### src/hw/rtl/uer_pkg.sv
package uer_pkg;

   localparam int CounterBits  = 32;
   localparam int FractionBits = 4;

   localparam int StampBits    = 32;
   localparam int DistanceBits = 31;
   localparam int CfgBits      = 16;
   localparam int CsrIndexBits = 2;
   localparam int ActionBits   = 2;
   localparam int StatusBits   = 2;

   localparam int RoundTrip     = 58;
   localparam int RoundTripBits = $clog2(RoundTrip);

   // The pulse width is split into a high and a low half. The high half times
   // the whole quotient of 2^HalfLoBits by the round trip goes straight into the
   // distance; the leftover residue is divided by a reciprocal multiplication.
   localparam int HalfLoBits = CounterBits / 2;
   localparam int HalfHiBits = CounterBits - HalfLoBits;

   localparam longint HalfQuot = (longint'(1) << HalfLoBits) / RoundTrip;
   localparam longint HalfRem  = (longint'(1) << HalfLoBits) % RoundTrip;

   localparam longint ResidueMax =
      ((HalfRem + 1) * ((longint'(1) << HalfHiBits) - 1)) << FractionBits;
   localparam int ResidueBits = $clog2(ResidueMax + 1);

   localparam int RecipShift = ResidueBits + RoundTripBits;
   localparam longint RecipFactor =
      ((longint'(1) << RecipShift) + RoundTrip - 1) / RoundTrip;
   localparam int RecipBits   = $clog2(RecipFactor + 1);
   localparam int ProductBits = ResidueBits + RecipBits;
   localparam int QuotBits    = ProductBits - RecipShift;

   localparam longint HighFactor = HalfQuot << FractionBits;
   localparam int SumBits  = CounterBits + FractionBits;
   localparam int WideBits = (SumBits > DistanceBits) ? SumBits : DistanceBits;
   localparam longint DistanceMax = (longint'(1) << DistanceBits) - 1;

   localparam logic [CfgBits-1:0] MinDistanceReset  = CfgBits'(32);
   localparam logic [CfgBits-1:0] MaxDistanceReset  = CfgBits'(6400);
   localparam logic [CfgBits-1:0] TimeoutLimitReset = CfgBits'(60);

   localparam logic [CsrIndexBits-1:0] CSR_MIN_DISTANCE  = 2'd0;
   localparam logic [CsrIndexBits-1:0] CSR_MAX_DISTANCE  = 2'd1;
   localparam logic [CsrIndexBits-1:0] CSR_TIMEOUT_LIMIT = 2'd2;

   localparam logic [ActionBits-1:0] ACTION_TRIGGER = 2'd0;
   localparam logic [ActionBits-1:0] ACTION_EDGE    = 2'd1;
   localparam logic [ActionBits-1:0] ACTION_READ    = 2'd2;

   localparam logic [StatusBits-1:0] STATUS_OK      = 2'd0;
   localparam logic [StatusBits-1:0] STATUS_BUSY    = 2'd1;
   localparam logic [StatusBits-1:0] STATUS_RANGE   = 2'd2;
   localparam logic [StatusBits-1:0] STATUS_TIMEOUT = 2'd3;

   typedef enum logic [1:0] {
      PHASE_IDLE      = 2'd0,
      PHASE_WAIT_RISE = 2'd1,
      PHASE_WAIT_FALL = 2'd2
   } phase_type;

endpackage

### src/hw/rtl/ultrasonic_echo_ranger_top.sv
// Channel   Direction  Handshake             Payload
// req       in         req_valid/req_stall   req_action, req_capture_time, req_now_ms
// rsp       out        rsp_valid/rsp_stall   rsp_status, rsp_distance, rsp_fire_pulse,
//                                            rsp_measure_done
// csr       in         csr_write_enable      csr_index, csr_data
//
// Every transaction yields one result, registered in the cycle after it is accepted,
// and a new transaction can be accepted in every cycle while req_stall is low.
// A falling edge stores the split pulse width, and the constant division is finished
// by a reciprocal multiplication on the read path, so a read may follow at once.
// Reset (synchronous, active high) restores CSR and state registers, not the payload.
// The request side stalls only while a result is held and the result side stalls.
module ultrasonic_echo_ranger_top (
   input  logic                                clock,
   input  logic                                reset,
   input  logic                                req_valid,
   output logic                                req_stall,
   input  logic [uer_pkg::ActionBits-1:0]      req_action,
   input  logic [uer_pkg::StampBits-1:0]       req_capture_time,
   input  logic [uer_pkg::StampBits-1:0]       req_now_ms,
   output logic                                rsp_valid,
   input  logic                                rsp_stall,
   output logic [uer_pkg::StatusBits-1:0]      rsp_status,
   output logic [uer_pkg::DistanceBits-1:0]    rsp_distance,
   output logic                                rsp_fire_pulse,
   output logic                                rsp_measure_done,
   input  logic                                csr_write_enable,
   input  logic [uer_pkg::CsrIndexBits-1:0]    csr_index,
   input  logic [uer_pkg::CfgBits-1:0]         csr_data
);
   import uer_pkg::*;

   logic [CfgBits-1:0]      min_distance_ff;
   logic [CfgBits-1:0]      max_distance_ff;
   logic [CfgBits-1:0]      timeout_limit_ff;

   phase_type               phase_ff;
   phase_type               phase_in;
   logic                    ready_ff;
   logic                    ready_in;
   logic [CounterBits-1:0]  rise_stamp_ff;
   logic [CounterBits-1:0]  rise_stamp_in;
   logic [StampBits-1:0]    trigger_stamp_ff;
   logic [StampBits-1:0]    trigger_stamp_in;
   logic [ResidueBits-1:0]  residue_ff;
   logic [ResidueBits-1:0]  residue_in;
   logic [HalfHiBits-1:0]   high_part_ff;
   logic [HalfHiBits-1:0]   high_part_in;

   logic                    rsp_valid_ff;
   logic                    rsp_valid_in;
   logic [StatusBits-1:0]   rsp_status_ff;
   logic [StatusBits-1:0]   rsp_status_in;
   logic [DistanceBits-1:0] rsp_distance_ff;
   logic [DistanceBits-1:0] rsp_distance_in;
   logic                    rsp_fire_pulse_ff;
   logic                    rsp_fire_pulse_in;
   logic                    rsp_measure_done_ff;
   logic                    rsp_measure_done_in;

   logic                    req_take;
   logic [CounterBits-1:0]  pulse_width;
   logic [ResidueBits-1:0]  residue_next;
   logic [ProductBits-1:0]  recip_product;
   logic [QuotBits-1:0]     residue_quot;
   logic [SumBits-1:0]      distance_sum;
   logic [WideBits-1:0]     distance_wide;
   logic [DistanceBits-1:0] stored_distance;
   logic                    in_window;
   logic                    timed_out;

   assign req_stall = rsp_valid_ff && rsp_stall;
   assign req_take  = req_valid && !req_stall;

   assign pulse_width = req_capture_time[CounterBits-1:0] - rise_stamp_ff;
   assign residue_next =
      ResidueBits'((ResidueBits'(pulse_width[CounterBits-1:HalfLoBits]) * ResidueBits'(HalfRem)
                   + ResidueBits'(pulse_width[HalfLoBits-1:0])) << FractionBits);

   assign recip_product   = ProductBits'(residue_ff) * ProductBits'(RecipFactor);
   assign residue_quot    = recip_product[ProductBits-1:RecipShift];
   assign distance_sum    = SumBits'(high_part_ff) * SumBits'(HighFactor)
                            + SumBits'(residue_quot);
   assign distance_wide   = WideBits'(distance_sum);
   assign stored_distance = (distance_wide > WideBits'(DistanceMax)) ?
                            DistanceBits'(DistanceMax) : distance_wide[DistanceBits-1:0];

   assign in_window = !((stored_distance < DistanceBits'(min_distance_ff)) ||
                        (stored_distance > DistanceBits'(max_distance_ff)));
   assign timed_out = (req_now_ms - trigger_stamp_ff) > StampBits'(timeout_limit_ff);

   always_comb begin
      phase_in = phase_ff;
      if (req_take) begin
         case (req_action)
            ACTION_TRIGGER: begin
               if (phase_ff == PHASE_IDLE) begin
                  phase_in = PHASE_WAIT_RISE;
               end
            end
            ACTION_EDGE: begin
               unique case (phase_ff)
                  PHASE_WAIT_RISE: phase_in = PHASE_WAIT_FALL;
                  PHASE_WAIT_FALL: phase_in = PHASE_IDLE;
                  default:         phase_in = phase_ff;
               endcase
            end
            ACTION_READ: begin
               if (!ready_ff && (phase_ff != PHASE_IDLE) && timed_out) begin
                  phase_in = PHASE_IDLE;
               end
            end
            default: phase_in = phase_ff;
         endcase
      end
   end

   always_comb begin
      ready_in            = ready_ff;
      rise_stamp_in       = rise_stamp_ff;
      trigger_stamp_in    = trigger_stamp_ff;
      residue_in          = residue_ff;
      high_part_in        = high_part_ff;
      rsp_status_in       = STATUS_OK;
      rsp_distance_in     = '0;
      rsp_fire_pulse_in   = 1'b0;
      rsp_measure_done_in = 1'b0;
      case (req_action)
         ACTION_TRIGGER: begin
            if (phase_ff != PHASE_IDLE) begin
               rsp_status_in = STATUS_BUSY;
            end else begin
               ready_in          = 1'b0;
               trigger_stamp_in  = req_now_ms;
               rsp_fire_pulse_in = 1'b1;
            end
         end
         ACTION_EDGE: begin
            if (phase_ff == PHASE_WAIT_RISE) begin
               rise_stamp_in = req_capture_time[CounterBits-1:0];
            end else if (phase_ff == PHASE_WAIT_FALL) begin
               residue_in          = residue_next;
               high_part_in        = pulse_width[CounterBits-1:HalfLoBits];
               ready_in            = 1'b1;
               rsp_measure_done_in = 1'b1;
            end
         end
         ACTION_READ: begin
            if (ready_ff) begin
               ready_in = 1'b0;
               if (in_window) begin
                  rsp_distance_in = stored_distance;
               end else begin
                  rsp_status_in = STATUS_RANGE;
               end
            end else if ((phase_ff != PHASE_IDLE) && timed_out) begin
               rsp_status_in = STATUS_TIMEOUT;
            end else begin
               rsp_status_in = STATUS_BUSY;
            end
         end
         default: begin
            rsp_status_in = STATUS_OK;
         end
      endcase
   end

   assign rsp_valid_in = req_take || (rsp_valid_ff && rsp_stall);

   always_ff @(posedge clock) begin
      if (reset) begin
         min_distance_ff  <= MinDistanceReset;
         max_distance_ff  <= MaxDistanceReset;
         timeout_limit_ff <= TimeoutLimitReset;
      end else if (csr_write_enable) begin
         case (csr_index)
            CSR_MIN_DISTANCE:  min_distance_ff  <= csr_data;
            CSR_MAX_DISTANCE:  max_distance_ff  <= csr_data;
            CSR_TIMEOUT_LIMIT: timeout_limit_ff <= csr_data;
            default: begin
            end
         endcase
      end
   end

   always_ff @(posedge clock) begin
      if (reset) begin
         phase_ff         <= PHASE_IDLE;
         ready_ff         <= 1'b0;
         rise_stamp_ff    <= '0;
         trigger_stamp_ff <= '0;
         residue_ff       <= '0;
         high_part_ff     <= '0;
         rsp_valid_ff     <= 1'b0;
      end else begin
         phase_ff     <= phase_in;
         rsp_valid_ff <= rsp_valid_in;
         if (req_take) begin
            ready_ff         <= ready_in;
            rise_stamp_ff    <= rise_stamp_in;
            trigger_stamp_ff <= trigger_stamp_in;
            residue_ff       <= residue_in;
            high_part_ff     <= high_part_in;
         end
      end
   end

   always_ff @(posedge clock) begin
      if (req_take) begin
         rsp_status_ff       <= rsp_status_in;
         rsp_distance_ff     <= rsp_distance_in;
         rsp_fire_pulse_ff   <= rsp_fire_pulse_in;
         rsp_measure_done_ff <= rsp_measure_done_in;
      end
   end

   assign rsp_valid        = rsp_valid_ff;
   assign rsp_status       = rsp_status_ff;
   assign rsp_distance     = rsp_distance_ff;
   assign rsp_fire_pulse   = rsp_fire_pulse_ff;
   assign rsp_measure_done = rsp_measure_done_ff;

endmodule

### config.mk
export PLATFORM = sky130hd
export DESIGN_NAME = ultrasonic_echo_ranger_top
export DESIGN_NICKNAME = d
export VERILOG_FILES = /design/src/hw/rtl/uer_pkg.sv /design/src/hw/rtl/ultrasonic_echo_ranger_top.sv
export SDC_FILE = /design/constraint.sdc
export NUM_CORES = 1
export LEC_CHECK = 0
export BUFFER_PORTS_ARGS = -buffer_cell sky130_fd_sc_hd__buf_2
export CELL_PAD_IN_SITES_DETAIL_PLACEMENT = 0
export CELL_PAD_IN_SITES_GLOBAL_PLACEMENT = 1
export CORE_MARGIN = 8
export CORE_UTILIZATION = 45
export CTS_CLUSTER_DIAMETER = 50
export DETAILED_ROUTE_END_ITERATION = 12
export GPL_ROUTABILITY_DRIVEN = 0
export PLACE_DENSITY = 0.83
export SETUP_SLACK_MARGIN = 0.5
export SYNTH_ARGS = -nofsm -noshare
export SYNTH_HDL_FRONTEND = slang
export SYNTH_SLANG_ARGS = --single-unit
### constraint.sdc
create_clock -name clock -period 26.3 [get_ports clock]
set_input_delay 5.26 -clock clock [delete_from_list [all_inputs] [get_ports clock]]
set_output_delay 5.26 -clock clock [all_outputs]
set_load 0.02 [all_outputs]
# Word-level counts from Yosys, hierarchy flattened
# Index checks and enable logic that the tools add are counted.
[op_classes] eq_ne=12 n_addsub=4 n_reduce_logical=24 bitwise=5 mux=16 n_mul=3 order_cmp=4
[op_table] op="$sub 32x32->32" n=2
[op_table] op="$mul 22x27->49 const B" n=1
[op_table] op="$add 31x21->32" n=1
[op_table] op="$gt 32x16->1" n=1
[op_table] op="$gt 32x31->1 const B" n=1
[op_table] op="$gt 31x16->1" n=1
[op_table] op="$lt 31x16->1" n=1
[op_table] op="$mux 31" n=1
[op_table] op="$mul 16x11->27 const B" n=1
[op_table] op="$add 22x16->22" n=1
[op_table] op="$mul 16x5->21 const B" n=1
[op_table] op="$mux 2" n=5
[op_table] op="$ne 2x2->1 const B" n=5
[op_table] op="$reduce_and 5->1" n=2
[op_table] op="$pmux 2 s2" n=2
[op_table] op="$eq 2x1->1 const B" n=3
[op_table] op="$eq 2x2->1 const B" n=3
[op_table] op="$logic_not 2->1" n=3
[op_table] op="$mux 1" n=6
[op_table] op="$pmux 2 s3" n=1
[op_table] op="$reduce_and 2->1" n=3
[op_table] op="$reduce_and 3->1" n=2
[op_table] op="$logic_and 1x1->1" n=5
[op_table] op="$not 1->1" n=5
[op_table] op="9 further kinds" n=11
[word_totals] elab_cells=82 register_bits=189 out_inout_bits=37 input_bits=89

# Depth between registers and ports, before layout
[logic_depth] word_depth=9 mapped_depth=50 mapped_depth_nobuf=48

# Worst setup path before layout
# OpenSTA, ideal clock, no wires.
[synth_timing] path_kind="input to register" from="in req_capture_time[0] (netlist name)" to="reg residue_ff[24]" t_arrival_ps=11811 stages=32 slack_ps=14404 required_time_ps=26214 path_buffers=0 setup_ps=86 cell_sequence="inv_1 -> ha_1 -> inv_1 -> fa_1 -> a211o_1 -> a211oi_1 -> o211ai_1 -> a31oi_1 -> o21ai_0 -> a21oi_1 -> xnor2_1 -> ha_1 -> fa_1 -> inv_1 -> fa_1 -> inv_1 -> ha_1 -> o21ai_0 -> a21boi_0 -> o21a_1 -> nor2_1 -> xnor2_1 -> ha_1 -> nand3_1 -> nand2_1 -> a41o_1 -> o41ai_1 -> o21ai_0 -> a221o_1 -> nand4_1 -> xor2_1 -> a211oi_1"
[synth_via] elab_chain_cells=3
[synth_rtl] item="start: declaration" line="ultrasonic_echo_ranger_top.sv:19" rtl="input logic [uer_pkg::StampBits-1:0] req_capture_time,"
[synth_rtl] item="$sub 32x32->32" line="ultrasonic_echo_ranger_top.sv:75" rtl="assign pulse_width = req_capture_time[CounterBits-1:0] - rise_stamp_ff;"
[synth_rtl] item="named net pulse_width[18]" line="ultrasonic_echo_ranger_top.sv:62" rtl="logic [CounterBits-1:0] pulse_width;"
[synth_rtl] item="$mul 16x5->21" line="ultrasonic_echo_ranger_top.sv:77" rtl="ResidueBits'((ResidueBits'(pulse_width[CounterBits-1:HalfLoBits]) * ResidueBits'(HalfRem)"
[synth_rtl] item="$add 22x16->22" line="ultrasonic_echo_ranger_top.sv:78" rtl="+ ResidueBits'(pulse_width[HalfLoBits-1:0])) << FractionBits);"
[synth_rtl] item="end signal: assignment" line="ultrasonic_echo_ranger_top.sv:202" rtl="residue_ff <= residue_in;"
[synth_rtl] item="end: declaration" line="ultrasonic_echo_ranger_top.sv:45" rtl="logic [ResidueBits-1:0] residue_ff;"
# The timed path passes the listed nets, and every way through them passes these cells.
# A chain may end at the register's enable or synchronous reset.

# Worst setup path after layout
[layout_timing] from="reg residue_ff[9]" to="reg rsp_status_ff[1], in the netlist rsp_status[1], data pin"
[layout_via] elab_chain_cells=9 elab_cells_between_ends=10 cone_classes="add/sub: 1; mul: 1; order compare: 3; mux: 4; reduce/logical: 1"
[layout_rtl] item="$mul 22x27->49 *" line="ultrasonic_echo_ranger_top.sv:80" rtl="assign recip_product = ProductBits'(residue_ff) * ProductBits'(RecipFactor);"
[layout_rtl] item="$add 31x21->32 *" line="ultrasonic_echo_ranger_top.sv:83" rtl="+ SumBits'(residue_quot);"
[layout_rtl] item="$gt 32x31->1" line="ultrasonic_echo_ranger_top.sv:85" rtl="assign stored_distance = (distance_wide > WideBits'(DistanceMax)) ?"
[layout_rtl] item="$mux 31 *" line="ultrasonic_echo_ranger_top.sv:85"
[layout_rtl] item="named net stored_distance[6]" line="ultrasonic_echo_ranger_top.sv:68" rtl="logic [DistanceBits-1:0] stored_distance;"
[layout_rtl] item="$lt 31x16->1 or $gt 31x16->1 (tied branches)" line="ultrasonic_echo_ranger_top.sv:88, ultrasonic_echo_ranger_top.sv:89"
[layout_rtl] item="$logic_or 1x1->1 *" line="ultrasonic_echo_ranger_top.sv:88" rtl="assign in_window = !((stored_distance < DistanceBits'(min_distance_ff)) ||"
[layout_rtl] item="$mux 2 *" line="ultrasonic_echo_ranger_top.sv:151" rtl="if (in_window) begin"
[layout_rtl] item="$mux 2 *" line="ultrasonic_echo_ranger_top.sv:149" rtl="if (ready_ff) begin"
[layout_rtl] item="$pmux 2 s2 *" line="ultrasonic_echo_ranger_top.sv:128" rtl="case (req_action)"
[layout_rtl] item="named net rsp_status_in[1]" line="ultrasonic_echo_ranger_top.sv:53" rtl="logic [StatusBits-1:0] rsp_status_in;"
[layout_rtl] item="end signal: assignment" line="ultrasonic_echo_ranger_top.sv:210" rtl="rsp_status_ff <= rsp_status_in;"
[layout_rtl] item="end: declaration" line="ultrasonic_echo_ranger_top.sv:52" rtl="logic [StatusBits-1:0] rsp_status_ff;"
# The timed path passes the listed nets; every way through them passes the cells marked *.

==> flow_summary.ini <==
[run_status]
status = completed

[route]
ant_nets = 0
totalWireLength_um = 69100
vias = 20997
avgRoutedWirePerCell_um = 17.1
vias_per_cell = 5.19
drc_errors = 0
firstDrtPassIters = 5
first_iter_violations = 1116

[cells_and_area]
nets = 4138
n_fill_cell = 5890
multi_input_area_mm2 = 0.0207
drive_above_1_share_pct = 6.88
regArea_mm2 = 0.00413
area_growth_pct = 7.79

[power_and_ir_drop]
leakage_nw = 15.5
power_frac_clock_pct = 19.1
p_per_area_mw_per_mm2 = 49.6
combPwrFrac_pct = 59.9
p_int_mw = 0.829
p_total_mw = 1.47
p_sw_share_pct = 43.6
pwr-share-seq_pct = 21.0
ir_drop_uv = 73.3
switching_power_mw = 0.640

[timing]
setup_viol = 0
rsz0062_at_grt = no
skew_ns = 0.0202
fin_setup_tns_ns = 0
max_freq_mhz = 72.2
period_minus_slack_ns = 13.84
worst_pin_slew_ns = 1.15
slew_violations = 0
fin_crit_sh_pct = 52.6
fin_ws_ns = 12.46
slew_headroom_pct = 22.9
finalHoldViolations = 0

[hold_path]
min-delay-path-class = flop to flop

[yosys]
yosys.cell_types.count = 92
syn_area_mm2 = 0.0275
synth.most_common_cell = inv_1
synthCells = 3138
synth_largest_area_cell = ha_1
synth_area_leaders = ha_1, fa_1, dfxtp_1
synthTopCellsByCount = inv_1, ha_1, nand2_1, fa_1, a21oi_1
ys_async_sr_fraction_pct = 0
ys.flop_type = dfxtp_1
yosys_warnings = 0
synth_edf_count = 35
ys_seq_elements = 189
synth_top_area_share_pct = 23.6
avgSynthCellArea_um2 = 8.75
seq_area_frac_synth_pct = 15.1

[placed_design]
dpl.hpwl_um = 58400
port_buffers = 125
pre_cts_ws_ns = 12.59

[flow_run]
cap_violations = 0

[grt]
gr-usage-all-layers_pct = 20.2
grt_max_degree = 89
overflow = 0
antenna_found_initial = 6
grt_pass1_vias = 21390
grt_pass1_wl_um = 113000

[critical_path]
endpoint_kind = flop
path_class = flop to flop
cp_num_buf_inv = 8
required_ns = 26.52
arrival_ns = 14.06
critPathMaxFanout = 16
crit_family = adder cells
slowest_stage = o31ai_1
rrSetupSlack_ns = 12.46
crit_path_start_kind = flop
slowest_delay_ns = 0.82

[floorplan]
die_w_um = 263
coreArea_mm2 = 0.0604
die_y_um = 263
start_util_pct = 45.5
die_area_mm2 = 0.0692
io_pins = 126
rows = 90

[clock_network]
clkTransAtPathRegs_ns = 0.08
cts_buffers = 17
cts_hold_buf = 0
cts_tree = done
cts_buffer_depth = 2
cts_resized = 0
clock_latency_ns = 0.50
cts_root_buffer = clkbuf_16
post_cts_buffers = 0
cts.sinks = 189
htree_levels = 4
power groups by stage:
stage	combinational (mW)	sequential (mW)	clock (mW)
2_1_floorplan	0.718	0.316	0
3_3_place_gp	0.878	0.315	0
3_5_place_dp	0.880	0.315	0
4_1_cts	0.887	0.308	0.290
5_1_grt	1.00	0.309	0.301
6_report	0.880	0.308	0.281
per-stage QoR:
stage | hold slack [ns] | instance area, um^2 | instances | util, %
3_5_place_dp | 0.446 | 29000 | 4008 | 48.0
6_report | 0.456 | 29600 | 4045 | 49.0
2_1_floorplan | 0.432 | 27500 | 3152 | -
5_1_grt | 0.474 | 29600 | 4040 | 49.0
3_3_place_gp | 0.442 | 29000 | 4008 | 48.0
4_1_cts | 0.458 | 29600 | 4040 | 49.0
path summary, 6_finish.rpt:
path | from | end | cells past startpoint
max | residue_ff[9] | rsp_status[1] | 44
min | rise_stamp_ff[17] | rise_stamp_ff[17] | 2
max reg2reg | residue_ff[9] | rsp_status[1] | 44
min reg2reg | rise_stamp_ff[17] | rise_stamp_ff[17] | 2
metal layers:
| layer | up-vias | global-route usage, % | wire (um) |
|---|---|---|---|
| met2 | 328 | 33.3 | 31900 |
| met4 | 4 | 5.14 | 1360 |
| met1 | 9990 | 27.4 | 32800 |
| met3 | 73 | 3.63 | 3040 |
| met5 | - | 0 | 27 |
| li1 | 10602 | - | - |
flip-flops by register name, indices dropped and copies added, names as in the netlist:
| name | cells |
|---|---|
| residue_ff | 22 |
| max_distance_ff | 16 |
| ready_ff | 1 |
| rsp_status | 2 |
| rise_stamp_ff | 32 |
| high_part_ff | 16 |
| min_distance_ff | 16 |
| rsp_distance | 31 |
| rsp_measure_done | 1 |
| phase_ff | 2 |
| rsp_valid | 1 |
| trigger_stamp_ff | 32 |
| timeout_limit_ff | 16 |
| rsp_fire_pulse | 1 |
cells in the final DEF (no fill, tap or decap), types with 11 or more instances in the layout:
cell       instances
nand2b_1          23
xor2_1            39
nor2_1           114
inv_1            646
a21o_1            64
or2_2             18
nand4_1           22
o21bai_1          15
a211o_1           18
nor3_1            39
clkbuf_16         18
or3_1             22
and2_1            24
o21a_1            28
o21ai_0           75
nand3b_1          11
xnor2_1           75
nand2_1          335
conb_1            15
buf_2            124
a31oi_1           16
a21oi_1          237
ha_1             517
nor2b_1           24
dfxtp_1          154
fa_1             287
a211oi_1          31
edfxtp_1          35
nand3_1           40
kinds of logic after synthesis:
logic type | after synthesis | share of synthesized area (%)
flip-flops | 189 | 15.1
AND/OR/NAND/NOR | 727 | 12.6
adder cells (fa/ha/maj) | 804 | 44.5
multiplexers | 8 | 0.310
XOR/XNOR | 115 | 3.70
buffers and inverters | 707 | 9.70
other | 1 | 0.0137
AO/OA/AOI/OAI | 587 | 14.1
worst register-to-register path: cells and delay by family (launching register included):
family                     cells  cell delay [ns]
xor gates and xnor gates       1             0.20
AOI/OAI and AO/OA             16             4.38
adders and majority gates     10             4.67
buffers and inverters          8             0.84
and+or+nand+nor                9             2.85
DFF                            1             0.62
area by class of cell:
cell class	instances	share of cell area [%]
Multi-Input combinational cell	2256	70.0
Sequential cell	189	14.0
Inverter	647	8.21
Tap cell	782	3.31
Timing Repair Buffer	134	2.35
Clock buffer	18	1.52
Clock inverter	14	0.583
Antenna cell	5	0.0423
No activity file was read; power rests on OpenSTA's default activity.
